[config.mk]
export PLATFORM = sky130hd
export DESIGN_NAME = stuffed_frame_deframer_crc16_top
export DESIGN_NICKNAME = d
export VERILOG_FILES = /design/src/hdl/sfd_pkg.sv /design/src/hdl/sfd_front.sv /design/src/hdl/sfd_queue.sv /design/src/hdl/sfd_back.sv /design/src/hdl/stuffed_frame_deframer_crc16_top.sv
export SDC_FILE = /design/constraint.sdc
export NUM_CORES = 1
export LEC_CHECK = 0
export ABC_AREA = 0
export BUFFER_PORTS_ARGS = -buffer_cell sky130_fd_sc_hd__buf_2
export CAP_MARGIN = 20
export CORE_MARGIN = 4
export CORE_UTILIZATION = 35
export CTS_CLUSTER_SIZE = 8
export DETAILED_ROUTE_END_ITERATION = 10
export GPL_ROUTABILITY_DRIVEN = 0
export GPL_TIMING_DRIVEN = 0
export PLACE_DENSITY = 0.58
export SYNTH_ARGS = -nofsm -noshare
export SYNTH_HDL_FRONTEND = slang
export SYNTH_SLANG_ARGS = --single-unit
[constraint.sdc]
create_clock -name clk -period 3.68 [get_ports clk]
set_clock_uncertainty 0.05 [all_clocks]
set_input_delay 0.368 -clock clk [delete_from_list [all_inputs] [get_ports clk]]
set_output_delay 0.368 -clock clk [all_outputs]
set_load 0.01 [all_outputs]
[src/hdl/sfd_pkg.sv]
// Shared types, constants and the CRC step function for the stuffed frame deframer.
`default_nettype none
package sfd_pkg;

    localparam int MAX_FRAME = 1024;
    localparam int COUNT_W = $clog2(MAX_FRAME + 1);
    localparam int PLEN_W = 11;
    localparam int QDEPTH = 2;
    localparam int QPTR_W = $clog2(QDEPTH);
    localparam int QCNT_W = $clog2(QDEPTH + 1);

    localparam logic [7:0] MARK_START = 8'hFC;
    localparam logic [7:0] MARK_END = 8'hFD;
    localparam logic [7:0] MARK_ESC = 8'hFE;
    localparam logic [7:0] ESC_XOR = 8'h20;
    localparam logic [15:0] CRC_INIT = 16'hFFFF;

    localparam logic [1:0] KIND_HEADER = 2'd0;
    localparam logic [1:0] KIND_PAYLOAD = 2'd1;
    localparam logic [1:0] KIND_END = 2'd2;

    localparam logic [2:0] ST_OK = 3'd0;
    localparam logic [2:0] ST_CRC = 3'd1;
    localparam logic [2:0] ST_SHORT = 3'd2;
    localparam logic [2:0] ST_ABORT = 3'd3;
    localparam logic [2:0] ST_OVER = 3'd4;

    typedef enum logic [2:0] {
        OP_OPEN,
        OP_OPEN_ABORT,
        OP_DATA,
        OP_END,
        OP_ABORT,
        OP_OVER
    } op_t;

    typedef struct packed {
        op_t        op;
        logic [7:0] value;
    } token_t;

    function automatic logic [15:0] crc_step(input logic [15:0] crc, input logic [7:0] x);
        logic [15:0] c;
        c = {crc[7:0], crc[15:8]} ^ {8'h00, x};
        c = c ^ {12'h000, c[7:4]};
        c = c ^ {c[3:0], 12'h000};
        c = c ^ {3'b000, c[7:0], 5'b00000};
        return c;
    endfunction

endpackage
`default_nettype wire

[src/hdl/sfd_front.sv]
// Front end: frame hunting, unstuffing and classification of line bytes into tokens.
`default_nettype none
module sfd_front
    import sfd_pkg::*;
(
    input  wire logic         clk,
    input  wire logic         rst_n,
    input  wire logic         accept,
    input  wire logic [7:0]   in_byte,
    output token_t            token,
    output logic              push
);

    logic               in_frame_reg;
    logic               in_frame_next;
    logic               escape_reg;
    logic               escape_next;
    logic [COUNT_W-1:0] count_reg;
    logic [COUNT_W-1:0] count_next;
    logic [7:0]         plain;
    logic               is_data;

    always_comb
    begin
        in_frame_next = in_frame_reg;
        escape_next = escape_reg;
        count_next = count_reg;
        push = 1'b0;
        is_data = 1'b0;
        plain = in_byte;
        token.op = OP_DATA;
        token.value = in_byte;
        if (in_byte == MARK_START)
        begin
            push = 1'b1;
            token.op = in_frame_reg ? OP_OPEN_ABORT : OP_OPEN;
            in_frame_next = 1'b1;
            escape_next = 1'b0;
            count_next = '0;
        end
        else if (in_frame_reg)
        begin
            if (escape_reg)
            begin
                escape_next = 1'b0;
                if (in_byte == MARK_END)
                begin
                    push = 1'b1;
                    token.op = OP_ABORT;
                    in_frame_next = 1'b0;
                end
                else
                begin
                    plain = in_byte ^ ESC_XOR;
                    is_data = 1'b1;
                end
            end
            else if (in_byte == MARK_ESC)
            begin
                escape_next = 1'b1;
            end
            else if (in_byte == MARK_END)
            begin
                push = 1'b1;
                token.op = OP_END;
                in_frame_next = 1'b0;
            end
            else
            begin
                is_data = 1'b1;
            end
        end
        if (is_data)
        begin
            push = 1'b1;
            token.value = plain;
            if (count_reg >= COUNT_W'(MAX_FRAME))
            begin
                token.op = OP_OVER;
                in_frame_next = 1'b0;
            end
            else
            begin
                token.op = OP_DATA;
                count_next = count_reg + COUNT_W'(1);
            end
        end
        push = push & accept;
    end

    always_ff @(posedge clk or negedge rst_n)
    begin
        if (!rst_n)
        begin
            in_frame_reg <= 1'b0;
            escape_reg <= 1'b0;
            count_reg <= '0;
        end
        else if (accept)
        begin
            in_frame_reg <= in_frame_next;
            escape_reg <= escape_next;
            count_reg <= count_next;
        end
    end

endmodule
`default_nettype wire

[src/hdl/sfd_queue.sv]
// Short token queue between the front end and the back end.
`default_nettype none
module sfd_queue
    import sfd_pkg::*;
(
    input  wire logic   clk,
    input  wire logic   rst_n,
    input  wire logic   push,
    input  wire token_t token_in,
    output logic        full,
    output logic        valid,
    output token_t      token_out,
    input  wire logic   pop
);

    token_t             mem_reg [QDEPTH];
    logic [QPTR_W-1:0]  wr_ptr_reg;
    logic [QPTR_W-1:0]  rd_ptr_reg;
    logic [QCNT_W-1:0]  count_reg;
    logic [QCNT_W-1:0]  count_next;

    assign full = (count_reg == QCNT_W'(QDEPTH));
    assign valid = (count_reg != '0);
    assign token_out = mem_reg[rd_ptr_reg];

    always_comb
    begin
        count_next = count_reg;
        if (push && !pop)
        begin
            count_next = count_reg + QCNT_W'(1);
        end
        else if (pop && !push)
        begin
            count_next = count_reg - QCNT_W'(1);
        end
    end

    always_ff @(posedge clk)
    begin
        if (push)
        begin
            mem_reg[wr_ptr_reg] <= token_in;
        end
    end

    always_ff @(posedge clk or negedge rst_n)
    begin
        if (!rst_n)
        begin
            wr_ptr_reg <= '0;
            rd_ptr_reg <= '0;
            count_reg <= '0;
        end
        else
        begin
            count_reg <= count_next;
            if (push)
            begin
                wr_ptr_reg <= wr_ptr_reg + QPTR_W'(1);
            end
            if (pop)
            begin
                rd_ptr_reg <= rd_ptr_reg + QPTR_W'(1);
            end
        end
    end

endmodule
`default_nettype wire

[src/hdl/sfd_back.sv]
// Back end: delay line, CRC check, header capture and the result register.
`default_nettype none
module sfd_back
    import sfd_pkg::*;
(
    input  wire logic          clk,
    input  wire logic          rst_n,
    input  wire logic          tok_valid,
    input  wire token_t        tok,
    output logic               tok_pop,
    output logic               result_valid,
    input  wire logic          result_stall,
    output logic [1:0]         kind,
    output logic [7:0]         data,
    output logic [7:0]         packet_number,
    output logic [15:0]        packet_code,
    output logic [2:0]         status,
    output logic [PLEN_W-1:0]  payload_length,
    output logic               last
);

    logic [15:0]        crc_reg;
    logic [15:0]        crc_next;
    logic [COUNT_W-1:0] count_reg;
    logic [COUNT_W-1:0] count_next;
    logic [7:0]         number_reg;
    logic [7:0]         number_next;
    logic [15:0]        code_reg;
    logic [15:0]        code_next;
    logic [7:0]         delay0_reg;
    logic [7:0]         delay1_reg;
    logic               shift;

    logic               valid_reg;
    logic [1:0]         kind_reg;
    logic [7:0]         data_reg;
    logic [7:0]         number_out_reg;
    logic [15:0]        code_out_reg;
    logic [2:0]         status_reg;
    logic [PLEN_W-1:0]  plen_reg;
    logic               last_reg;

    logic               advance;
    logic               emit;
    logic [1:0]         e_kind;
    logic [7:0]         e_data;
    logic [2:0]         e_status;
    logic               e_end;
    logic [PLEN_W-1:0]  emitted;

    assign advance = !valid_reg || !result_stall;
    assign tok_pop = tok_valid && advance;
    assign emitted = (count_reg >= COUNT_W'(5)) ? PLEN_W'(count_reg - COUNT_W'(5)) : '0;

    always_comb
    begin
        crc_next = crc_reg;
        count_next = count_reg;
        number_next = number_reg;
        code_next = code_reg;
        shift = 1'b0;
        emit = 1'b0;
        e_kind = KIND_END;
        e_data = 8'h00;
        e_status = ST_OK;
        e_end = 1'b0;
        unique case (tok.op)
            OP_OPEN, OP_OPEN_ABORT:
            begin
                emit = (tok.op == OP_OPEN_ABORT);
                e_end = 1'b1;
                e_status = ST_ABORT;
                crc_next = CRC_INIT;
                count_next = '0;
                number_next = 8'h00;
                code_next = 16'h0000;
            end
            OP_ABORT:
            begin
                emit = 1'b1;
                e_end = 1'b1;
                e_status = ST_ABORT;
            end
            OP_OVER:
            begin
                emit = 1'b1;
                e_end = 1'b1;
                e_status = ST_OVER;
            end
            OP_END:
            begin
                emit = 1'b1;
                e_end = 1'b1;
                if (count_reg < COUNT_W'(5))
                begin
                    e_status = ST_SHORT;
                end
                else if ({delay1_reg, delay0_reg} != crc_reg)
                begin
                    e_status = ST_CRC;
                end
                else
                begin
                    e_status = ST_OK;
                end
            end
            OP_DATA:
            begin
                shift = 1'b1;
                count_next = count_reg + COUNT_W'(1);
                if (count_reg >= COUNT_W'(2))
                begin
                    crc_next = crc_step(crc_reg, delay0_reg);
                    if (count_reg == COUNT_W'(2))
                    begin
                        number_next = delay0_reg;
                    end
                    else if (count_reg == COUNT_W'(3))
                    begin
                        code_next = {8'h00, delay0_reg};
                    end
                    else if (count_reg == COUNT_W'(4))
                    begin
                        code_next = {delay0_reg, code_reg[7:0]};
                        emit = 1'b1;
                        e_kind = KIND_HEADER;
                    end
                    else
                    begin
                        emit = 1'b1;
                        e_kind = KIND_PAYLOAD;
                        e_data = delay0_reg;
                    end
                end
            end
            default:
            begin
                emit = 1'b0;
            end
        endcase
    end

    always_ff @(posedge clk or negedge rst_n)
    begin
        if (!rst_n)
        begin
            crc_reg <= CRC_INIT;
            count_reg <= '0;
            number_reg <= 8'h00;
            code_reg <= 16'h0000;
            valid_reg <= 1'b0;
        end
        else if (advance)
        begin
            valid_reg <= tok_pop && emit;
            if (tok_pop)
            begin
                crc_reg <= crc_next;
                count_reg <= count_next;
                number_reg <= number_next;
                code_reg <= code_next;
            end
        end
    end

    always_ff @(posedge clk)
    begin
        if (tok_pop && shift)
        begin
            delay0_reg <= delay1_reg;
            delay1_reg <= tok.value;
        end
        if (tok_pop)
        begin
            if (e_end)
            begin
                kind_reg <= KIND_END;
                data_reg <= 8'h00;
                number_out_reg <= number_reg;
                code_out_reg <= code_reg;
                status_reg <= e_status;
                plen_reg <= emitted;
                last_reg <= 1'b1;
            end
            else
            begin
                kind_reg <= e_kind;
                data_reg <= e_data;
                number_out_reg <= (e_kind == KIND_HEADER) ? number_next : 8'h00;
                code_out_reg <= (e_kind == KIND_HEADER) ? code_next : 16'h0000;
                status_reg <= ST_OK;
                plen_reg <= '0;
                last_reg <= 1'b0;
            end
        end
    end

    assign result_valid = valid_reg;
    assign kind = kind_reg;
    assign data = data_reg;
    assign packet_number = number_out_reg;
    assign packet_code = code_out_reg;
    assign status = status_reg;
    assign payload_length = plen_reg;
    assign last = last_reg;

endmodule
`default_nettype wire

[src/hdl/stuffed_frame_deframer_crc16_top.sv]
// Top level of the byte-stuffed frame deframer with CRC-16 check.
// The block takes one received line byte per transaction and sustains one byte per clock
// cycle. The front end classifies and unstuffs each accepted byte into a two-entry token
// queue; the back end pops the token, updates the delay line, CRC and counters, and loads
// the result register. The byte input stalls only while the token queue is full, which
// happens when the result side stalls. A frame of five or more bytes gives a header result,
// one result per payload byte and one end result carrying the status and payload length;
// a shorter frame gives only the end result, and bytes outside a frame give no result.
`default_nettype none
module stuffed_frame_deframer_crc16_top
    import sfd_pkg::*;
(
    input  wire logic          clk,
    input  wire logic          rst_n,
    input  wire logic          byte_valid,
    output logic               byte_stall,
    input  wire logic [7:0]    in_byte,
    output logic               result_valid,
    input  wire logic          result_stall,
    output logic [1:0]         kind,
    output logic [7:0]         data,
    output logic [7:0]         packet_number,
    output logic [15:0]        packet_code,
    output logic [2:0]         status,
    output logic [PLEN_W-1:0]  payload_length,
    output logic               last
);

    token_t front_token;
    token_t queue_token;
    logic   front_push;
    logic   queue_full;
    logic   queue_valid;
    logic   queue_pop;
    logic   accept;

    assign byte_stall = queue_full;
    assign accept = byte_valid && !queue_full;

    sfd_front u_front (
        .clk     (clk),
        .rst_n   (rst_n),
        .accept  (accept),
        .in_byte (in_byte),
        .token   (front_token),
        .push    (front_push)
    );

    sfd_queue u_queue (
        .clk       (clk),
        .rst_n     (rst_n),
        .push      (front_push),
        .token_in  (front_token),
        .full      (queue_full),
        .valid     (queue_valid),
        .token_out (queue_token),
        .pop       (queue_pop)
    );

    sfd_back u_back (
        .clk            (clk),
        .rst_n          (rst_n),
        .tok_valid      (queue_valid),
        .tok            (queue_token),
        .tok_pop        (queue_pop),
        .result_valid   (result_valid),
        .result_stall   (result_stall),
        .kind           (kind),
        .data           (data),
        .packet_number  (packet_number),
        .packet_code    (packet_code),
        .status         (status),
        .payload_length (payload_length),
        .last           (last)
    );

endmodule
`default_nettype wire
==> key figures <==
Run status
  – Status: finished, final reports clean

Place
  – Post-detail-place hpwl: 9640 microns
  – # placed instances: 888
  – I/O Buffers: 62
  – Placed inst area: between 7000 and 8000 sq um

Drt
  – Routed WL per cell: 15.1 microns
  – DRT Wirelength: 13900 microns
  – First-pass iteration count of the detailed router: 5
  – Via count: ~4500
  – Initial drt markers: 299
  – Via density: slightly below 5
  – Routed Antenna Nets: 0
  – DRC: 0

Critical path
  – Kind of critical path: reg -> reg
  – WP data required: between 3 and 4 ns
  – Crit-path leading delay family: buffers and inverters
  – Worst path max stage delay: 0.51 ns
  – Buf/Inv on CP: 3
  – Most common cell on crit path: clkbuf_1
  – CP startpoint kind: flip-flop
  – Slowest CP cell: clkbuf_1
  – Worst Path Max Fanout: 10
  – WP data arrival: 3.34 ns
  – Critical-path cell list: clkbuf_1 > clkbuf_1 > mux2_2 > a211o_1 > a21oi_2 > clkbuf_1 > nor2_1 > a21oi_1
  – Critical path capture point type: flip-flop

Final layout
  – Layout cell share with drive strength beyond 1: 0.224
  – Fillers: roughly 1900
  – Post-route insts no fill: 921
  – Area Overhead vs Synth: 19.1%
  – Design area: 8280 sq um
  – Max reg flops: 22
  – Sequential cell area: 4360 sq um
  – Finished Core Util: 0.424
  – Ant diodes: 0
  – Nets: 663
  – Area of the multi-input gates: 2420 sq um

Clock network
  – Clock Tree Buf Depth: 2
  – Clock root cell: clkbuf_16
  – H-tree levels: 4
  – CTS tree: done
  – Clk_lat worst skew: 0.43 ns
  – Clk slew on worst S/H paths: roughly 0.06 ns
  – CTS sink cnt: 156
  – CTS resizes: 0
  – Inserted Clock Buffers: 17

Yosys
  – Mapped Cells: between 500 and 600
  – YS warnings: 0
  – Top post-synthesis cells by area: edfxtp_1 (38%), dfrtp_1 (19%), xnor2_1 (6.5%)
  – Count leader, synth: edfxtp_1
  – Dominant cell type by area after synthesis: edfxtp_1
  – Synth unique cells: 51
  – Synth Area per Inst: 12.4 sq um
  – Post-synth EDFFs: 87
  – Flops & latches, synth: roughly 160
  – Post-Syn Nets: 579
  – Ys async rst share: 0.442
  – Top-area cell type share of the netlist area: 0.376
  – Sequential fraction of the synthesis area: 0.627
  – Top_reg_cell synth: edfxtp_1
  – Post-Syn Area: between 6000 and 7000 sq um
  – Most common library cells after synthesis: edfxtp_1 (87), nor2_1 (59), dfrtp_1 (53)

STA
  – Max_slew headroom: 0.306
  – Crit path time final: 3.05 ns
  – Final hold slack: between 0.1 and 0.15 ns
  – Hold Fails Final Rpt: 0
  – RSZ-0062 raised after global routing: false
  – Measured slew at the worst slew-check pin: slightly above 1 ns
  – Final Max Slew Viols: 0
  – Setup Viol. Count Final: 0
  – Fmax: 0.328 GHz
  – Final worst-path cycle share: 0.828

Min path
  – HP Class: in -> reg

Global routing
  – Largest net degree at the start of global routing: 63
  – Antenna violations before repair: 0
  – Grt ovf: 0
  – Vias in the first global route: 4448
  – Global-route usage over all layers: 0.129
  – First-pass GRT wire length: 22800 microns

Die
  – Die area: 22200 sq um
  – I/O pin count: 63
  – Initial core utilization: 0.356
  – Die extent in x: 149 microns
  – Die Ht: ~150 microns
  – Num rows: 51
  – Core area: 19500 sq um

Power
  – Peak supply drop: 0.370 mV
  – Leak: 3.36 nW
  – Design Power: 5.98 mW
  – Power Dens Cells: around 720 nW/um^2

Flow run
  – Max_cap viols: 0
==> layout make-up <==
type	count	share of cell area
multi-input cells	363	0.292
repair buffers	65	0.0447
clock buffers	17	0.0514
plain buffers	28	0.0156
flip-flops and latches	156	0.526
well taps	265	0.0400
inverters	12	0.00544
clock inverters	15	0.0240
==> through the flow <==
stage          TNS (ns)  worst slack, ns
2_1_floorplan         0            0.506
3_3_place_gp      -9.05           -0.370
3_5_place_dp          0            0.664
4_1_cts               0            0.594
5_1_grt               0            0.339
6_report              0            0.632
==> what timing repair did <==
| action | 4_1_cts | 5_1_grt |
|---|---|---|
| hold endpoints to repair | 7 | 0 |
| hold buffers | 1 | 0 |
| buffers inserted | 0 | 0 |
==> layout by cell type (no fill, tap or decap), types with 3 or more instances in the layout <==
master      n
ha_1        8
nand4_1     8
xor2_1      8
nand3_1    10
a31oi_1     7
o21a_1      4
nor3_1     12
bufinv_16   3
clkbuf_1   21
xnor2_1    52
dfstp_2    16
buf_2      65
mux2_2     11
mux2i_1     3
o21ai_0    22
o21bai_1    3
clkbuf_16  17
o22a_1      3
nor2b_1    20
a21oi_1    15
inv_6       6
or3_1       5
nor2_1     59
clkinv_4    3
and3_1      5
nand2_1    30
inv_1      11
dfrtp_1    53
and2_4      8
edfxtp_1   87
a22o_1     35
nor4_1      6
==> worst reg2reg max path: cells and delay by family (launching register included) <==
kind	cells	cell delay, ns
simple gates	1	0.08
flops	1	0.33
compound gates	3	0.90
mux	1	0.41
buf+inv	3	1.19
==> path summary, 6_finish.rpt <==
| path | startpoint | end | slack (ns) | cells past startpoint |
|---|---|---|---|---|
| hold / removal | in_byte[3] | u_queue.mem_reg[0][3]$_DFFE_PP_ | 0.10 | 1 |
| max in group asynchronous | rst_n | u_back.crc_reg[4]$_DFFE_PN1P_ | 2.73 | 3 |
| setup / recovery | u_queue.rd_ptr_reg$_DFFE_PN0P_ | u_back.crc_reg[9]$_DFFE_PN1P_ | 0.63 | 8 |
| setup reg to reg | u_queue.rd_ptr_reg$_DFFE_PN0P_ | u_back.crc_reg[9]$_DFFE_PN1P_ | 0.63 | 8 |
| min in group asynchronous | rst_n | u_front.escape_reg$_DFFE_PN0P_ | 0.26 | 2 |
| hold reg to reg | u_front.count_reg[9]$_DFFE_PN0P_ | u_front.count_reg[9]$_DFFE_PN0P_ | 0.42 | 1 |
==> per-layer routing <==
metal	global-route usage	vias to the layer above	wire, microns
met5	0	-	0
li1	-	2187	-
met4	0.0439	0	171
met3	0.0365	14	685
met2	0.197	99	6390
met1	0.179	2187	6630
==> kinds of logic (layout without fill, tap and decap cells) <==
| group | after synthesis | after routing | synth area share |
|---|---|---|---|
| AOI/OAI and AO/OA | 102 | 102 | 0.104 |
| muxes | 14 | 14 | 0.0221 |
| adders and majority gates | 8 | 8 | 0.0144 |
| xor gates and xnor gates | 60 | 60 | 0.0756 |
| and+or+nand+nor | 179 | 179 | 0.132 |
| buffers and inverters | 40 | 137 | 0.0250 |
| DFF | 156 | 156 | 0.627 |
==> report_power, final <==
part | switching, mW | internal [mW]
clock | 0.752 | 1.09
combinational | 0.963 | 0.619
sequential | 0.188 | 2.36
total | 1.90 | 4.08
(Power assumes the default switching activity.)
